<file path="config.mk">
export PLATFORM = sky130hd
export DESIGN_NAME = touch_sample_average_and_map
export DESIGN_NICKNAME = d
export VERILOG_FILES = /design/src/rtl/tsam_pkg.sv /design/src/rtl/tsam_front.sv /design/src/rtl/tsam_fifo.sv /design/src/rtl/tsam_div.sv /design/src/rtl/tsam_back.sv /design/src/rtl/touch_sample_average_and_map.sv
export SDC_FILE = /design/constraint.sdc
export NUM_CORES = 1
export LEC_CHECK = 0
export ABC_AREA = 1
export BUFFER_PORTS_ARGS = -buffer_cell sky130_fd_sc_hd__clkbuf_2
export CAP_MARGIN = 25
export CORE_MARGIN = 3
export CORE_UTILIZATION = 58
export DETAILED_ROUTE_END_ITERATION = 12
export GPL_TIMING_DRIVEN = 0
export PLACE_DENSITY = 0.78
export SLEW_MARGIN = 10
export SYNTH_ARGS = -nofsm -noshare
export SYNTH_HDL_FRONTEND = slang
export SYNTH_HIERARCHICAL = 1
export SYNTH_SLANG_ARGS = --single-unit
</file>
<file path="constraint.sdc">
create_clock -name clk -period 5 [get_ports clk]
set_input_delay 0.5 -clock clk [delete_from_list [all_inputs] [get_ports clk]]
set_output_delay 0.5 -clock clk [all_outputs]
set_load 0.05 [all_outputs]
</file>
<file path="src/rtl/tsam_pkg.sv">
`default_nettype none

package tsam_pkg;

  // Field widths.
  localparam int SAMPLE_W   = 16;
  localparam int CAL_W      = 16;
  localparam int SPAN_W     = 12;
  localparam int AXIS_W     = 2;
  localparam int CFG_IDX_W  = 3;
  localparam int CFG_DATA_W = 16;
  localparam int PROD_W     = CAL_W + SPAN_W;

  // Default burst shape.
  localparam int DISCARD_DEF = 5;
  localparam int AVERAGE_DEF = 8;

  // Axis codes.
  localparam logic [AXIS_W-1:0] AXIS_X = 2'd0;
  localparam logic [AXIS_W-1:0] AXIS_Y = 2'd1;
  localparam logic [AXIS_W-1:0] AXIS_P = 2'd2;

  // Configuration register indexes.
  localparam logic [CFG_IDX_W-1:0] CFG_X_LOW  = 3'd0;
  localparam logic [CFG_IDX_W-1:0] CFG_X_HIGH = 3'd1;
  localparam logic [CFG_IDX_W-1:0] CFG_Y_LOW  = 3'd2;
  localparam logic [CFG_IDX_W-1:0] CFG_Y_HIGH = 3'd3;
  localparam logic [CFG_IDX_W-1:0] CFG_WIDTH  = 3'd4;
  localparam logic [CFG_IDX_W-1:0] CFG_HEIGHT = 3'd5;

  // Configuration reset values.
  localparam logic [CAL_W-1:0]  X_LOW_RST  = 16'd3300;
  localparam logic [CAL_W-1:0]  X_HIGH_RST = 16'd28600;
  localparam logic [CAL_W-1:0]  Y_LOW_RST  = 16'd4100;
  localparam logic [CAL_W-1:0]  Y_HIGH_RST = 16'd29000;
  localparam logic [SPAN_W-1:0] WIDTH_RST  = 12'd240;
  localparam logic [SPAN_W-1:0] HEIGHT_RST = 12'd320;

  typedef struct packed {
    logic [CAL_W-1:0]  x_low;
    logic [CAL_W-1:0]  x_high;
    logic [CAL_W-1:0]  y_low;
    logic [CAL_W-1:0]  y_high;
    logic [SPAN_W-1:0] width;
    logic [SPAN_W-1:0] height;
  } cal_cfg_t;

  typedef enum logic [2:0] {
    BK_IDLE,
    BK_AVG,
    BK_MAP,
    BK_MUL,
    BK_LAUNCH,
    BK_POS,
    BK_FIN,
    BK_OUT
  } back_state_t;

endpackage

`default_nettype wire

</file>
<file path="src/rtl/tsam_front.sv">
`default_nettype none

module tsam_front #(
  parameter int DISCARD = tsam_pkg::DISCARD_DEF,
  parameter int AVERAGE = tsam_pkg::AVERAGE_DEF
) (
  input  wire logic                          clk,
  input  wire logic                          rst_n,
  input  wire logic                          in_valid,
  output logic                               in_ready,
  input  wire logic [tsam_pkg::AXIS_W-1:0]   in_kind,
  input  wire logic [tsam_pkg::SAMPLE_W-1:0] in_sample,
  input  wire logic                          in_start_req,
  input  wire logic                          full_i,
  output logic                               push_o,
  output logic [tsam_pkg::AXIS_W-1:0]        push_axis_o,
  output logic [tsam_pkg::SAMPLE_W+$clog2(AVERAGE)-1:0] push_sum_o
);

  localparam int TOTAL = DISCARD + AVERAGE;
  localparam int CNT_W = $clog2(TOTAL + 1);
  localparam int SUM_W = tsam_pkg::SAMPLE_W + $clog2(AVERAGE);

  logic [CNT_W-1:0]            cnt_r, cnt_nxt, cnt_base, cnt_inc;
  logic [SUM_W-1:0]            sum_r, sum_nxt, sum_base, sum_add;
  logic [tsam_pkg::AXIS_W-1:0] axis_r, axis_nxt, axis_base;
  logic                        accept, active;

  always_comb begin
    in_ready  = !full_i;
    accept    = in_valid && in_ready;
    cnt_base  = cnt_r;
    sum_base  = sum_r;
    axis_base = axis_r;
    active    = 1'b1;
    if (in_start_req) begin
      cnt_base  = '0;
      sum_base  = '0;
      axis_base = (in_kind > tsam_pkg::AXIS_P) ? tsam_pkg::AXIS_P : in_kind;
    end else if (cnt_r >= CNT_W'(TOTAL)) begin
      active = 1'b0;
    end
    // Samples past the discard window go into the running sum.
    sum_add = (cnt_base >= CNT_W'(DISCARD)) ?
              sum_base + SUM_W'(in_sample) : sum_base;
    cnt_inc = cnt_base + CNT_W'(1);

    cnt_nxt  = cnt_r;
    sum_nxt  = sum_r;
    axis_nxt = axis_r;
    push_o   = 1'b0;
    if (accept && active) begin
      cnt_nxt  = cnt_inc;
      sum_nxt  = sum_add;
      axis_nxt = axis_base;
      push_o   = (cnt_inc == CNT_W'(TOTAL));
    end
    push_axis_o = axis_base;
    push_sum_o  = sum_add;
  end

  always_ff @(posedge clk) begin
    if (!rst_n) begin
      cnt_r  <= '0;
      sum_r  <= '0;
      axis_r <= tsam_pkg::AXIS_X;
    end else begin
      cnt_r  <= cnt_nxt;
      sum_r  <= sum_nxt;
      axis_r <= axis_nxt;
    end
  end

  a_cnt_bound: assert property (@(posedge clk) disable iff (!rst_n)
    cnt_r <= CNT_W'(TOTAL))
    else $error("burst counter ran past the burst length");

endmodule

`default_nettype wire

</file>
<file path="src/rtl/tsam_fifo.sv">
`default_nettype none

module tsam_fifo #(
  parameter int W = tsam_pkg::AXIS_W + tsam_pkg::SAMPLE_W
) (
  input  wire logic         clk,
  input  wire logic         rst_n,
  input  wire logic         push_i,
  input  wire logic [W-1:0] push_data_i,
  output logic              full_o,
  output logic              valid_o,
  input  wire logic         pop_i,
  output logic [W-1:0]      pop_data_o
);

  logic [W-1:0] mem_r [2];
  logic         wr_ptr_r, rd_ptr_r;
  logic [1:0]   count_r;

  always_comb begin
    full_o     = (count_r == 2'd2);
    valid_o    = (count_r != 2'd0);
    pop_data_o = mem_r[rd_ptr_r];
  end

  always_ff @(posedge clk) begin
    if (push_i) begin
      mem_r[wr_ptr_r] <= push_data_i;
    end
  end

  always_ff @(posedge clk) begin
    if (!rst_n) begin
      wr_ptr_r <= 1'b0;
      rd_ptr_r <= 1'b0;
      count_r  <= 2'd0;
    end else begin
      if (push_i) begin
        wr_ptr_r <= !wr_ptr_r;
      end
      if (pop_i) begin
        rd_ptr_r <= !rd_ptr_r;
      end
      count_r <= count_r + 2'(push_i) - 2'(pop_i);
    end
  end

  a_no_overflow: assert property (@(posedge clk) disable iff (!rst_n)
    push_i |-> !full_o)
    else $error("push into a full queue");

  a_no_underflow: assert property (@(posedge clk) disable iff (!rst_n)
    pop_i |-> valid_o)
    else $error("pop from an empty queue");

endmodule

`default_nettype wire

</file>
<file path="src/rtl/tsam_div.sv">
`default_nettype none

module tsam_div #(
  parameter int W  = tsam_pkg::PROD_W,
  parameter int DW = tsam_pkg::CAL_W
) (
  input  wire logic          clk,
  input  wire logic          rst_n,
  input  wire logic          start_i,
  input  wire logic [W-1:0]  dividend_i,
  input  wire logic [DW-1:0] divisor_i,
  output logic               busy_o,
  output logic               done_o,
  output logic [W-1:0]       quotient_o
);

  localparam int CNT_W = $clog2(W + 1);

  logic [W-1:0]     quo_r;
  logic [DW-1:0]    rem_r, dvs_r, rem_step;
  logic [CNT_W-1:0] cnt_r;
  logic             busy_r, done_r, ge;
  logic [DW:0]      trial;

  // Restoring division, one quotient bit per cycle.
  always_comb begin
    trial    = {rem_r, quo_r[W-1]};
    ge       = (trial >= {1'b0, dvs_r});
    rem_step = ge ? DW'(trial - {1'b0, dvs_r}) : trial[DW-1:0];
  end

  always_ff @(posedge clk) begin
    if (start_i) begin
      quo_r <= dividend_i;
      rem_r <= '0;
      dvs_r <= divisor_i;
    end else if (busy_r) begin
      quo_r <= {quo_r[W-2:0], ge};
      rem_r <= rem_step;
    end
  end

  always_ff @(posedge clk) begin
    if (!rst_n) begin
      busy_r <= 1'b0;
      done_r <= 1'b0;
      cnt_r  <= '0;
    end else begin
      done_r <= 1'b0;
      if (start_i) begin
        busy_r <= 1'b1;
        cnt_r  <= CNT_W'(W);
      end else if (busy_r) begin
        cnt_r <= cnt_r - CNT_W'(1);
        if (cnt_r == CNT_W'(1)) begin
          busy_r <= 1'b0;
          done_r <= 1'b1;
        end
      end
    end
  end

  assign busy_o     = busy_r;
  assign done_o     = done_r;
  assign quotient_o = quo_r;

endmodule

`default_nettype wire

</file>
<file path="src/rtl/tsam_back.sv">
`default_nettype none

module tsam_back #(
  parameter int AVERAGE = tsam_pkg::AVERAGE_DEF
) (
  input  wire logic                              clk,
  input  wire logic                              rst_n,
  input  wire tsam_pkg::cal_cfg_t                cfg_i,
  input  wire logic                              q_valid_i,
  output logic                                   q_pop_o,
  input  wire logic [tsam_pkg::AXIS_W-1:0]       q_axis_i,
  input  wire logic [tsam_pkg::SAMPLE_W+$clog2(AVERAGE)-1:0] q_sum_i,
  output logic                                   out_valid,
  input  wire logic                              out_ready,
  output logic [tsam_pkg::AXIS_W-1:0]            out_axis,
  output logic [tsam_pkg::SAMPLE_W-1:0]          out_raw_average,
  output logic [tsam_pkg::SPAN_W-1:0]            out_position
);

  localparam int PW = tsam_pkg::PROD_W;
  localparam int CW = tsam_pkg::CAL_W;
  localparam int SW = tsam_pkg::SPAN_W;

  // The mean is the burst sum times a rounded-up reciprocal of AVERAGE,
  // shifted right. With RSH = sum width + ceil(log2(AVERAGE)) the result is
  // the exact truncated quotient for every sum the front end can produce.
  localparam int SUM_W = tsam_pkg::SAMPLE_W + $clog2(AVERAGE);
  localparam int RSH   = SUM_W + $clog2(AVERAGE);
  localparam int RW    = SUM_W + 1;
  localparam int MW    = 2 * SUM_W + 1;
  localparam logic [RW-1:0] RECIP =
    RW'(((64'd1 << RSH) + 64'(AVERAGE) - 64'd1) / 64'(AVERAGE));

  tsam_pkg::back_state_t        state_r, state_nxt;
  logic [tsam_pkg::AXIS_W-1:0]  axis_r, axis_nxt;
  logic [tsam_pkg::SAMPLE_W-1:0] avg_r, avg_nxt;
  logic [CW-1:0]                diff_r, diff_nxt, den_r, den_nxt, lo, hi;
  logic [SW-1:0]                span_r, span_nxt, span_sel;
  logic [SW-1:0]                mapv_r, mapv_nxt, pos_r, pos_nxt;
  logic [PW-1:0]                prod_r, prod_nxt;
  logic                         skip_r, skip_nxt, bad_r, bad_nxt;
  logic [MW-1:0]                mean_prod;

  logic          div_start, div_busy, div_done;
  logic [PW-1:0] div_dividend, div_q;
  logic [CW-1:0] div_divisor;

  tsam_div #(.W(PW), .DW(CW)) u_div (
    .clk        (clk),
    .rst_n      (rst_n),
    .start_i    (div_start),
    .dividend_i (div_dividend),
    .divisor_i  (div_divisor),
    .busy_o     (div_busy),
    .done_o     (div_done),
    .quotient_o (div_q)
  );

  always_comb begin
    state_nxt = state_r;
    axis_nxt  = axis_r;
    avg_nxt   = avg_r;
    diff_nxt  = diff_r;
    den_nxt   = den_r;
    span_nxt  = span_r;
    mapv_nxt  = mapv_r;
    pos_nxt   = pos_r;
    prod_nxt  = prod_r;
    skip_nxt  = skip_r;
    bad_nxt   = bad_r;
    q_pop_o   = 1'b0;
    div_start = 1'b0;

    // The divider only runs the coordinate division.
    div_dividend = prod_r;
    div_divisor  = den_r;

    // While in BK_AVG, prod_r holds the burst sum.
    mean_prod = MW'(prod_r[SUM_W-1:0]) * MW'(RECIP);

    if (axis_r == tsam_pkg::AXIS_Y) begin
      lo       = cfg_i.y_low;
      hi       = cfg_i.y_high;
      span_sel = cfg_i.height;
    end else begin
      lo       = cfg_i.x_low;
      hi       = cfg_i.x_high;
      span_sel = cfg_i.width;
    end

    case (state_r)
      tsam_pkg::BK_IDLE: begin
        if (q_valid_i) begin
          q_pop_o   = 1'b1;
          prod_nxt  = PW'(q_sum_i);
          axis_nxt  = q_axis_i;
          state_nxt = tsam_pkg::BK_AVG;
        end
      end
      tsam_pkg::BK_AVG: begin
        avg_nxt   = mean_prod[RSH +: tsam_pkg::SAMPLE_W];
        state_nxt = tsam_pkg::BK_MAP;
      end
      tsam_pkg::BK_MAP: begin
        bad_nxt   = (hi <= lo);
        skip_nxt  = (axis_r == tsam_pkg::AXIS_P) || (hi <= lo) || (avg_r <= lo);
        diff_nxt  = avg_r - lo;
        den_nxt   = hi - lo;
        span_nxt  = span_sel;
        state_nxt = tsam_pkg::BK_MUL;
      end
      tsam_pkg::BK_MUL: begin
        prod_nxt = PW'(diff_r) * PW'(span_r);
        if (skip_r) begin
          mapv_nxt  = '0;
          state_nxt = tsam_pkg::BK_FIN;
        end else begin
          state_nxt = tsam_pkg::BK_LAUNCH;
        end
      end
      tsam_pkg::BK_LAUNCH: begin
        div_start = 1'b1;
        state_nxt = tsam_pkg::BK_POS;
      end
      tsam_pkg::BK_POS: begin
        if (div_done) begin
          mapv_nxt  = (div_q > PW'(span_r)) ? span_r : div_q[SW-1:0];
          state_nxt = tsam_pkg::BK_FIN;
        end
      end
      tsam_pkg::BK_FIN: begin
        if ((axis_r == tsam_pkg::AXIS_P) || bad_r) begin
          pos_nxt = '0;
        end else if (axis_r == tsam_pkg::AXIS_Y) begin
          pos_nxt = span_r - mapv_r;
        end else begin
          pos_nxt = mapv_r;
        end
        state_nxt = tsam_pkg::BK_OUT;
      end
      tsam_pkg::BK_OUT: begin
        if (out_ready) begin
          state_nxt = tsam_pkg::BK_IDLE;
        end
      end
      default: begin
        state_nxt = tsam_pkg::BK_IDLE;
      end
    endcase
  end

  always_ff @(posedge clk) begin
    axis_r <= axis_nxt;
    avg_r  <= avg_nxt;
    diff_r <= diff_nxt;
    den_r  <= den_nxt;
    span_r <= span_nxt;
    mapv_r <= mapv_nxt;
    pos_r  <= pos_nxt;
    prod_r <= prod_nxt;
    skip_r <= skip_nxt;
    bad_r  <= bad_nxt;
  end

  always_ff @(posedge clk) begin
    if (!rst_n) begin
      state_r <= tsam_pkg::BK_IDLE;
    end else begin
      state_r <= state_nxt;
    end
  end

  assign out_valid       = (state_r == tsam_pkg::BK_OUT);
  assign out_axis        = axis_r;
  assign out_raw_average = avg_r;
  assign out_position    = pos_r;

  a_div_free: assert property (@(posedge clk) disable iff (!rst_n)
    div_start |-> !div_busy)
    else $error("divider started while busy");

  a_den_nonzero: assert property (@(posedge clk) disable iff (!rst_n)
    (state_r == tsam_pkg::BK_POS) |-> (den_r != '0))
    else $error("coordinate division by zero span");

  a_pos_clamped: assert property (@(posedge clk) disable iff (!rst_n)
    ((state_r == tsam_pkg::BK_OUT) && (axis_r != tsam_pkg::AXIS_P)) |->
      (pos_r <= span_r))
    else $error("position above screen span");

endmodule

`default_nettype wire

</file>
<file path="src/rtl/touch_sample_average_and_map.sv">
`default_nettype none

// Touch sample averaging and screen mapping. Raw 16-bit converter samples
// arrive one per input transaction, tagged with an axis (0 X, 1 Y, 2 pressure;
// code 3 counts as pressure). A transaction with in_start_req set opens a
// burst and fixes its axis; the first DISCARD samples of a burst are dropped,
// the next AVERAGE are summed, and the sample that completes the burst makes
// one result transaction: the truncated mean and, for X and Y, the calibrated
// screen coordinate clamped to 0..span (Y inverted as span minus that value;
// position 0 when the high calibration is not above the low one, and always
// for pressure). After reset a burst on X counts as already open. A start in
// mid-burst abandons the running burst; samples without a start after a
// finished burst are dropped. Input transactions are taken one per cycle as
// long as the two-entry queue of finished bursts has room, including while a
// result waits on the output. The mean comes from a multiplication by a
// reciprocal constant. After taking a finished burst from the queue, the
// back end forms the mean, sets up the mapping, multiplies, runs the
// one-bit-per-cycle divider that computes the coordinate and then offers
// the result; when the position is known without dividing (pressure, a
// mean at or below the low calibration, or a degenerate calibration) the
// divider is skipped. The back end can take the next burst in the cycle
// after the result is accepted. Calibration registers are written through
// cfg_we, cfg_index and cfg_data, one write per cycle, and must only change
// while no burst result is in flight.

module touch_sample_average_and_map #(
  parameter int DISCARD = tsam_pkg::DISCARD_DEF,
  parameter int AVERAGE = tsam_pkg::AVERAGE_DEF
) (
  input  wire logic                            clk,
  input  wire logic                            rst_n,
  input  wire logic                            in_valid,
  output logic                                 in_ready,
  input  wire logic [tsam_pkg::AXIS_W-1:0]     in_kind,
  input  wire logic [tsam_pkg::SAMPLE_W-1:0]   in_sample,
  input  wire logic                            in_start_req,
  output logic                                 out_valid,
  input  wire logic                            out_ready,
  output logic [tsam_pkg::AXIS_W-1:0]          out_axis,
  output logic [tsam_pkg::SAMPLE_W-1:0]        out_raw_average,
  output logic [tsam_pkg::SPAN_W-1:0]          out_position,
  input  wire logic                            cfg_we,
  input  wire logic [tsam_pkg::CFG_IDX_W-1:0]  cfg_index,
  input  wire logic [tsam_pkg::CFG_DATA_W-1:0] cfg_data
);

  localparam int SUM_W = tsam_pkg::SAMPLE_W + $clog2(AVERAGE);
  localparam int Q_W   = tsam_pkg::AXIS_W + SUM_W;

  // Calibration register file.
  tsam_pkg::cal_cfg_t cfg_r;

  always_ff @(posedge clk) begin
    if (!rst_n) begin
      cfg_r.x_low  <= tsam_pkg::X_LOW_RST;
      cfg_r.x_high <= tsam_pkg::X_HIGH_RST;
      cfg_r.y_low  <= tsam_pkg::Y_LOW_RST;
      cfg_r.y_high <= tsam_pkg::Y_HIGH_RST;
      cfg_r.width  <= tsam_pkg::WIDTH_RST;
      cfg_r.height <= tsam_pkg::HEIGHT_RST;
    end else if (cfg_we) begin
      case (cfg_index)
        tsam_pkg::CFG_X_LOW:  cfg_r.x_low  <= cfg_data;
        tsam_pkg::CFG_X_HIGH: cfg_r.x_high <= cfg_data;
        tsam_pkg::CFG_Y_LOW:  cfg_r.y_low  <= cfg_data;
        tsam_pkg::CFG_Y_HIGH: cfg_r.y_high <= cfg_data;
        tsam_pkg::CFG_WIDTH:  cfg_r.width  <= cfg_data[tsam_pkg::SPAN_W-1:0];
        tsam_pkg::CFG_HEIGHT: cfg_r.height <= cfg_data[tsam_pkg::SPAN_W-1:0];
        default: begin
        end
      endcase
    end
  end

  // Front end: burst counting and summing, one transaction per cycle while the burst queue has room.
  logic                        push, q_full, q_valid, q_pop;
  logic [tsam_pkg::AXIS_W-1:0] push_axis, q_axis;
  logic [SUM_W-1:0]            push_sum, q_sum;
  logic [Q_W-1:0]              q_rd_data;

  tsam_front #(.DISCARD(DISCARD), .AVERAGE(AVERAGE)) u_front (
    .clk          (clk),
    .rst_n        (rst_n),
    .in_valid     (in_valid),
    .in_ready     (in_ready),
    .in_kind      (in_kind),
    .in_sample    (in_sample),
    .in_start_req (in_start_req),
    .full_i       (q_full),
    .push_o       (push),
    .push_axis_o  (push_axis),
    .push_sum_o   (push_sum)
  );

  // Finished bursts wait here for the back end.
  tsam_fifo #(.W(Q_W)) u_fifo (
    .clk         (clk),
    .rst_n       (rst_n),
    .push_i      (push),
    .push_data_i ({push_axis, push_sum}),
    .full_o      (q_full),
    .valid_o     (q_valid),
    .pop_i       (q_pop),
    .pop_data_o  (q_rd_data)
  );

  assign q_axis = q_rd_data[Q_W-1:SUM_W];
  assign q_sum  = q_rd_data[SUM_W-1:0];

  // Back end: mean, calibration mapping and the result register.
  tsam_back #(.AVERAGE(AVERAGE)) u_back (
    .clk             (clk),
    .rst_n           (rst_n),
    .cfg_i           (cfg_r),
    .q_valid_i       (q_valid),
    .q_pop_o         (q_pop),
    .q_axis_i        (q_axis),
    .q_sum_i         (q_sum),
    .out_valid       (out_valid),
    .out_ready       (out_ready),
    .out_axis        (out_axis),
    .out_raw_average (out_raw_average),
    .out_position    (out_position)
  );

endmodule

`default_nettype wire

</file>
Word-level counts from Yosys, hierarchy flattened
Memories as Yosys holds them, arrays and structs flattened. A register that Yosys moved wholly into a read port is not among the register bits.
Index checks and enable logic that the tools add are counted.
W data, S select, Z words.
Word-level totals
  memories kept: 1
  bits of input ports: 43
  memory bits (writable): 42
  flip-flop bits (word level): 303
Operators by class
  add/sub/neg operators: 9
  bitwise gates (word level): 2
  equal/unequal tests: 21
  reduce and logical (&&, ||, !) cells: 26
  $mul: 1
  magnitude comparators: 7
  mux-type cells: 39
Memories
  u_fifo.mem_r: words 2, width 21, read ports 1, clocked after memory_dff 1, wr ports 1, line tsam_fifo.sv:16  | logic [W-1:0] mem_r [2];
Operators with widths (number)
  $mux W28: 3
  $mux W12: 5
  $pmux W28 S2: 1
  $mux W16: 3
  $sub A16 B16 Y16: 3
  $mux W19: 2
  $le A16 B16 Y1: 2
  $gt A28 B12 Y1: 1
  $mul A16 B12 Y28: 1
  $pmux W12 S2: 1
  $pmux W3 S8: 1
  $add A19 B16 Y19: 1
  $eq A3 B3 Y1 const B: 6
  $ge A17 B16 Y1: 1
  $reduce_and A2 Y1: 8
  $mux W1: 14
  $eq A3 B2 Y1 const B: 4
  $sub A12 B12 Y12: 1
  $mux W5: 2
  $mux W3: 3
  $reduce_bool A2 Y1: 4
  $eq A3 B1 Y1 const B: 2
  $logic_not A3 Y1: 2
  $mux W2: 3
  other kinds (21): 31

Longest topological paths before layout
Gate-level depths: netlist (run 1).
  word-level depth: 7
  gate-level depth with buffers: 25
  depth with buffers taken out: 23

Cells and area by module
The synthesis (run 1) kept the hierarchy.
By module, submodules not included
  tsam_back: times used 1, area an instance 14331.2 µm², cells an instance 1865
  tsam_div: times used 1, area an instance 3882.5 µm², cells an instance 499
  touch_sample_average_and_map: times used 1, area an instance 3422.0 µm², cells an instance 481
  tsam_front: times used 1, area an instance 2625.0 µm², cells an instance 455
  tsam_fifo: times used 1, area an instance 1820.5 µm², cells an instance 98

Least setup slack after synthesis (run 1)
No wires, ideal clock.
  path kind: register to register
  start point: reg u_back.span_r[8]
  end point: reg u_back.prod_r[14] (netlist: u_back/div_dividend[14]), data pin
  stages on the path, launching flop included: 22
  required time: 4747 ps
  setup time: 253 ps
  data arrival time: 4723 ps
  slack: 24 ps
  clock period less this slack: 4976 ps
  path buffers: 2
  cell sequence: edfxtp_1 -> clkbuf_1 -> clkbuf_1 -> nand2_1 -> fa_1 -> inv_1 -> fa_1 -> fa_1 -> fa_1 -> inv_1 -> fa_1 -> inv_1 -> ha_1 -> nand2_1 -> inv_1 -> nand2_1 -> nand2_1 -> inv_1 -> nand3_1 -> or2_2 -> nand3_1 -> nand2_1
Between the ends
  cells in the longest elaborated chain, start to end: 2
Ends and longest elaborated chain
  start: declaration: line tsam_back.sv:38  | logic [SW-1:0] span_r, span_nxt, span_sel;
  start signal: assignment: line tsam_back.sv:157  | span_r <= span_nxt;
  $mul A16 B12 Y28: line tsam_back.sv:113  | prod_nxt = PW'(diff_r) * PW'(span_r);
  $pmux W28 S2: line tsam_back.sv:91  | case (state_r)
  via u_back.prod_nxt[14]: line tsam_back.sv:40  | logic [PW-1:0] prod_r, prod_nxt;
  end signal: assignment: line tsam_back.sv:160  | prod_r <= prod_nxt;
  end: declaration: line tsam_back.sv:40
The timed path passes the listed nets, and every way through them passes these cells.
A chain may end at the register's enable or synchronous reset.

Worst setup path in the final report (run 1)
  start point: reg u_back.span_r[6]
  end point: reg u_back.prod_r[25] (netlist: u_back/div_dividend[25]), data pin
Between the ends
  cells in the longest elaborated chain, start to end: 2
Ends and longest elaborated chain (line)
  $mul A16 B12 Y28: tsam_back.sv:113
  $pmux W28 S2: tsam_back.sv:91
Every way passes these cells.

==> key figures, run 1 <==
Clock tree
  – Post-CTS Hold Fix Bufs: 0
  – Worst-Skew Late Latency: 560 ps
  – # clock sinks: 346
  – Htree depth: 2
  – Maximum clock path buffer count: 3
  – Root buf cell: clkbuf_16
  – Number of CTS-inserted buffers: 39
  – CTS clk-pin slew, worst paths: 60 ps
  – TritonCTS clock tree: done

Global route
  – Pin count of the biggest net entering global routing: 30
  – Vias in the first global route: 20.9k
  – First-pass GRT wire length: 110 mm
  – Initial antenna violation count: 1
  – Total global routing overflow: 0
  – GRT Overall Usage: 0.294

Run
  – Maxcap violations: 0

Place
  – DP Area: 0.0273 mm2
  – Hpwl dp: 53.1 mm
  – Input/output buffers: 74
  – GPL Wtd Cong: 0.950

Synth
  – Unique cell type count in the Yosys netlist: 57
  – Cells after Synth: 3398
  – Flops & latches, synth: 346
  – Largest area contributor in the netlist: edfxtp_1
  – YS warnings: 6
  – Synth Flop Type: edfxtp_1
  – Number of synthesized flops with an enable pin: 202
  – Count leader, synth: nand2_1
  – Ys async rst share: 0
  – Commonest cells post-synth: 1085 x nand2_1, 574 x inv_1, 297 x nor2_1
  – Largest cells by area after synthesis: edfxtp_1 23%, nand2_1 16%, fa_1 11%
  – Post-synthesis sequential area ratio: 0.343
  – Synthesized Nets: 3747
  – Synthesized area per cell: 7.68 um2
  – Mapped Area: 0.0261 mm2
  – Share of the synthesized area in the top cell type: 0.233

Timing
  – Final Hold Vio Count: 0
  – Final setup viols: 1
  – Clock tree skew after final layout: 32.0 ps
  – Minimum clock period: 5010 ps
  – Worst-Margin Slew: 930 ps
  – Max Fclk: 200 MHz
  – Unrepaired setup endpoints after global routing: yes
  – Slew HR: 0.379
  – Pins Over Slew Limit: 0
  – Final WS setup: -11.1 ps
  – Tcrit/Tclk final: 1.00

Critical path
  – Crit path buffers/inverters: 6
  – Crit-path max cell delay: 530 ps
  – CP Capture Type: flop
  – Crit path kind: flop to flop
  – Crit path DAT: 5320 ps
  – CP Cell Sequence: buf_8 -> buf_8 -> buf_4 -> nand2_1 -> inv_1 -> fa_1 -> fa_1 -> fa_2 -> fa_1 -> inv_2 -> fa_1 -> inv_2 -> ha_4 -> nand2_4 -> nor2_4 -> nand2_2 -> nor2_2 -> nand2_1 -> nand3_2 -> nand2_1 -> nand2_1 -> nor2_2
  – Req. time, crit path: 5310 ps
  – Critical path fanouts, max: 7
  – Startpoint types: flop
  – Slowest CP cell: fa_2
  – Worst path top cell family by delay: adder cells

Worst hold path
  – Hold crit path type: input port to flop

Final layout
  – Area grow syn2layout: 14.5%
  – Final instance area: 0.0299 mm2
  – Layout cells sized above 1: 0.151
  – Ant diodes: 0
  – Nets: 3921

Drt
  – Routed WL: 70.9 mm
  – DR iter-0 viols: 2344
  – Drt wl/cell: 16.9 um
  – DRC Markers: 0
  – Vias per cell: 5.38
  – Vias post-DR: 22.6k
  – DR pass1 iterations: 5
  – Routed Antenna Nets: 0

Die
  – Ports: 75
  – Core Area: 0.0443 mm2
  – FP Rows: 77
  – Chip Width: 218 um
  – Die Span Y: 218 um
  – Die Area: 0.0475 mm2
  – Initial Utilization: 0.589

Run status
  – Failing checks: negative setup slack
  – Run status: complete, but fails checks
[per-layer routing]
| metal | up-vias | share of wire | routed length (um) | track usage |
|---|---|---|---|---|
| met5 | - | 0 | 0 | 0 |
| met4 | 0 | 0.041 | 2890 | 0.109 |
| met3 | 171 | 0.090 | 6350 | 0.0433 |
| met2 | 1055 | 0.45 | 31900 | 0.463 |
| met1 | 10400 | 0.42 | 29700 | 0.416 |
| li1 | 10900 | - | - | - |
[logic make-up (layout without fill, tap and decap cells)]
group                    after synthesis  count (layout)  synth area share
flip-flops                           346             346             0.343
buffers and inverters                708             912             0.107
XOR/XNOR                              50              50            0.0168
multiplexers                          36              36            0.0177
adder cells (fa/ha/maj)              306             306             0.189
AND/OR/NAND/NOR                     1741            1741             0.280
AO/OA/AOI/OAI                        211             211            0.0467
[metrics by stage]
stage / hold WS [ps] / util / setup TNS [ps] / std cells / worst slack (ps)
finish: 176 / 0.674 / -11.1 / 4194 / -11.1
CTS: 172 / 0.660 / 0 / 4170 / 1.63
global route: 194 / 0.674 / -939 / 4194 / -140
global placement: 401 / 0.614 / -53410 / 4064 / -872
detailed placement: 405 / 0.616 / -13930 / 4072 / -941
floorplan: 400 / - / 0 / 3398 / 24.3
[sequential cells by signal (all words and copies together) (netlist names), 19 cells and up, named ones only]
| name | count |
|---|---|
| u_back/u_div/quotient_o | 28 |
| u_back/div_dividend | 28 |
| u_fifo/mem_r | 42 |
| cfg_r | 88 |
| u_front/sum_r | 19 |
[worst paths after layout]
kind	start	endpoint	slack (ps)	cells after the start
setup / recovery	u_back/span_r[6]	u_back/div_dividend[25]	-10	22
hold / removal	cfg_data[9]	cfg_r[65]	180	3
setup reg to reg	u_back/span_r[6]	u_back/div_dividend[25]	-10	22
hold reg to reg	u_back/den_r[7]	u_back/u_div/dvs_r[7]	420	0
[worst register-to-register path: cells and delay by family (launching register included)]
kind / cells / cell delay (ps)
buffers and inverters: 6 / 600
DFF: 1 / 430
adders and majority gates: 6 / 2840
and+or+nand+nor: 10 / 880
[area by class of cell]
class,instances,area [um2]
Tap cell,592,741
Clock inverter,17,173
Timing Repair Buffer,142,975
Buffer,103,753
Inverter,596,2240
Sequential cell,346,8950
Clock buffer,54,1130
Multi-Input combinational cell,2344,14900
Fill cell,3612,14500
[cell usage in the layout (no fill, tap or decap), types with 10 or more instances in the layout]
cell type / count
o21ai_1: 19
o21ai_0: 24
a21oi_1: 107
dfxtp_1: 144
edfxtp_1: 202
nor2_2: 24
xnor2_1: 21
xor2_1: 28
inv_1: 549
ha_4: 13
clkbuf_8: 13
clkbuf_2: 80
inv_2: 44
o21bai_1: 10
mux2_4: 20
buf_4: 66
nand4_1: 15
nor3_1: 14
nand2_1: 1041
nand3_1: 210
buf_8: 12
clkbuf_16: 40
buf_2: 35
buf_6: 19
nand2_2: 54
mux2i_1: 15
nand3b_1: 28
nand3_2: 22
ha_1: 146
nand2_4: 18
fa_1: 138
nor2_4: 14
nor2_1: 278
clkbuf_1: 25
[timing repair]
item,in CTS,in global routing
setup endpoints to repair,20,18
pin swaps,31,92
resized for setup,111,147
buffers inserted,34,26
Power of run 1 is left out: the tool's default activity adds up to more than one toggle a clock period on the data nets, which glitch-free logic cannot reach.
==> run 2: changes to the inputs <==
--- a/config.mk
+++ b/config.mk
@@ -9,12 +9,13 @@
 export BUFFER_PORTS_ARGS = -buffer_cell sky130_fd_sc_hd__clkbuf_2
 export CAP_MARGIN = 25
 export CORE_MARGIN = 3
-export CORE_UTILIZATION = 58
+export CORE_UTILIZATION = 64
 export DETAILED_ROUTE_END_ITERATION = 12
 export GPL_TIMING_DRIVEN = 0
-export PLACE_DENSITY = 0.78
+export PLACE_DENSITY = 0.82
 export SLEW_MARGIN = 10
 export SYNTH_ARGS = -nofsm -noshare
 export SYNTH_HDL_FRONTEND = slang
 export SYNTH_HIERARCHICAL = 1
 export SYNTH_SLANG_ARGS = --single-unit
+export TNS_END_PERCENT = 100
==> constraint.sdc (replaced) <==
create_clock -name clk -period 5.75 [get_ports clk]
set_input_delay 0.575 -clock clk [delete_from_list [all_inputs] [get_ports clk]]
set_output_delay 0.575 -clock clk [all_outputs]
set_load 0.02 [all_outputs]
==> run 2 against run 1 <==
The run now ends clean. Utilization grew 4.1 points. Wire length shrank 0.66%. First-iteration DRC count shrank 8.5%. Sequential share of layout area grew 1.3 points. Critical endpoint is now u_back/div_dividend[21]. Highest routed layer is now met5.
==> key figures, run 2 (same netlist as run 1, synthesis figures left out) <==
Run status
  – Run status: completed

Final layout
  – Most frequent cells in the layout: 1085 x nand2_1, 574 x inv_1, 295 x nor2_1
  – Layout cells sized above 1: 0.0974 (-0.0536)
  – Max FFs per register: 88 (unchanged)
  – Most common cell after layout, fill and taps aside: nand2_1
  – Nets: 3872 (-1.2%)
  – Ant diodes: 0 (unchanged)
  – Largest registers: cfg_r (88), u_fifo/mem_r (42)
  – Reg with most FFs: cfg_r
  – Final Non-Filler Cells: 4077 (-2.8%)
  – Area grow syn2layout: 9.60%

Global route
  – Vias in the first global route: 21.7k (+3.9%)
  – Met1 usage: 0.438 (+0.0221)
  – Initial antenna violation count: 1 (unchanged)
  – Busiest grt layer: met2
  – Pin count of the biggest net entering global routing: 22 (-27%)
  – GRT Overall Usage: 0.321 (+0.0262)
  – Total global routing overflow: 0 (unchanged)
  – First-pass GRT wire length: 111 mm (+1.0%)
  – Grt met2 use: 0.507 (+0.0447)
  – Met3 usage: 0.0600 (+0.0167)

Run
  – Maxcap violations: 0 (unchanged)

Critical path
  – Critical path fanouts, max: 10 (+3)
  – Req. time, crit path: 6060 ps (+750 ps)
  – Startpoint types: flop
  – CP Capture Type: flop
  – Reg2Reg Depth: 19 (-14%)
  – Crit path kind: flop to flop
  – Crit path DAT: 5850 ps (+530 ps)

Die
  – Core Area: 0.0400 mm2 (-9.7%)
  – Chip Width: 208 um (-4.7%)
  – FP Rows: 73 (-5.2%)
  – Die Area: 0.0432 mm2 (-9.1%)
  – Initial Utilization: 0.652 (+0.0634)
  – Ports: 75 (unchanged)
  – Die Span Y: 208 um (-4.7%)

Timing
  – Minimum clock period: 5540 ps (+528 ps)
  – Worst-Margin Slew: 856 ps (-74.5 ps)
  – Slew HR: 0.413 (+0.0340)
  – Tcrit/Tclk final: 0.963 (-0.0390)
  – Max Fclk: 181 MHz (-9.5%)
  – Final Hold Vio Count: 0 (unchanged)
  – Final setup viols: 0 (-1)
  – Final WS setup: 211 ps (+222 ps)
  – Pins Over Slew Limit: 0 (unchanged)
  – Clock tree skew after final layout: 20.9 ps (-11.2 ps)
  – Worst hold margin: 246 ps (+69.9 ps)

Worst hold path
  – Hold crit path type: input port to flop
  – Hold Path Depth: 3 (unchanged)

Clock tree
  – CTS clk-pin slew, worst paths: 60 ps (about the same)
  – Maximum clock path buffer count: 3 (unchanged)
  – Root buf cell: clkbuf_16
  – Worst-Skew Late Latency: 570 ps (about the same)
  – Post-CTS Hold Fix Bufs: 0 (unchanged)
  – Number of CTS-inserted buffers: 37 (-5.1%)
  – Htree depth: 2 (unchanged)
  – TritonCTS clock tree: done
  – # clock sinks: 346 (unchanged)

Place
  – Post-Place Cells: 4007 (-1.6%)
  – GPL Wtd Cong: 0.963 (+1.4%)
  – Input/output buffers: 74 (unchanged)
  – Hpwl dp: 55.9 mm (+5.3%)
  – Worst Setup Slack post-DPL: -352 ps (+589 ps)

Drt
  – Vias post-DR: 22.7k (+0.67%)
  – DR iter-0 viols: 2145 (-8.5%)
  – Vias per cell: 5.57 (+3.6%)
  – Routed WL: 70.4 mm (-0.66%)
  – DRC Markers: 0 (unchanged)
  – Routed Antenna Nets: 0 (unchanged)
  – Drt wl/cell: 17.3 um (+2.2%)
  – DR pass1 iterations: 7 (+2)
## run 2: critical path: stages, from the launching register on
cell      delay, ps
edfxtp_1        480
clkbuf_4        280
clkbuf_4        250
nand2_1         100
fa_1            470
fa_1            540
inv_1            50
fa_1            530
fa_1            550
inv_1            60
fa_1            530
inv_1            70
ha_1            380
nand2_1         160
nor2_2          240
nand3_1         140
nand3_2         120
nand3_1         110
a21oi_1         150
nor2_1           80
## run 2: layout make-up
type | instances | area, um2
fillers | 3183 | 11400
multi-input cells | 2344 | 14400
flip-flops and latches | 346 | 8950
clock inverters | 20 | 226
plain buffers | 110 | 617
inverters | 596 | 2240
well taps | 525 | 657
clock buffers | 48 | 987
repair buffers | 88 | 549
## run 2: repair_timing
item,CTS,global route
resized for setup,15,47
hold endpoints to repair,0,0
setup buffers,0,4
endpoints found under the setup margin,17,17
## run 2: per-layer routing
layer  wire (um)  share of wire  vias to the layer above
met5          13        0.00018                        -
met4        3110          0.044                        2
met3        7080           0.10                      198
met2       31800           0.45                     1142
met1       28400           0.40                    10600
li1            -              -                    10800
## run 2: metrics by stage
step / utilization / instance area (um2) / TNS (ps)
after global placement: 0.678 / 27100 / -2240
after floorplan: - / 26100 / 0
after detailed placement: 0.682 / 27300 / -3630
after global routing: 0.715 / 28600 / -31.9
final: 0.715 / 28600 / 0
after CTS: 0.713 / 28500 / 0
## run 2: final timing paths
check | slack [ps] | to | start
hold / removal | 250 | cfg_r[65] | cfg_data[9]
setup / recovery | 210 | u_back/div_dividend[21] | u_back/span_r[9]
hold reg to reg | 410 | u_back/u_div/dvs_r[2] | u_back/den_r[2]
setup reg to reg | 210 | u_back/div_dividend[21] | u_back/span_r[9]
Power of run 2 is left out for the same reason.
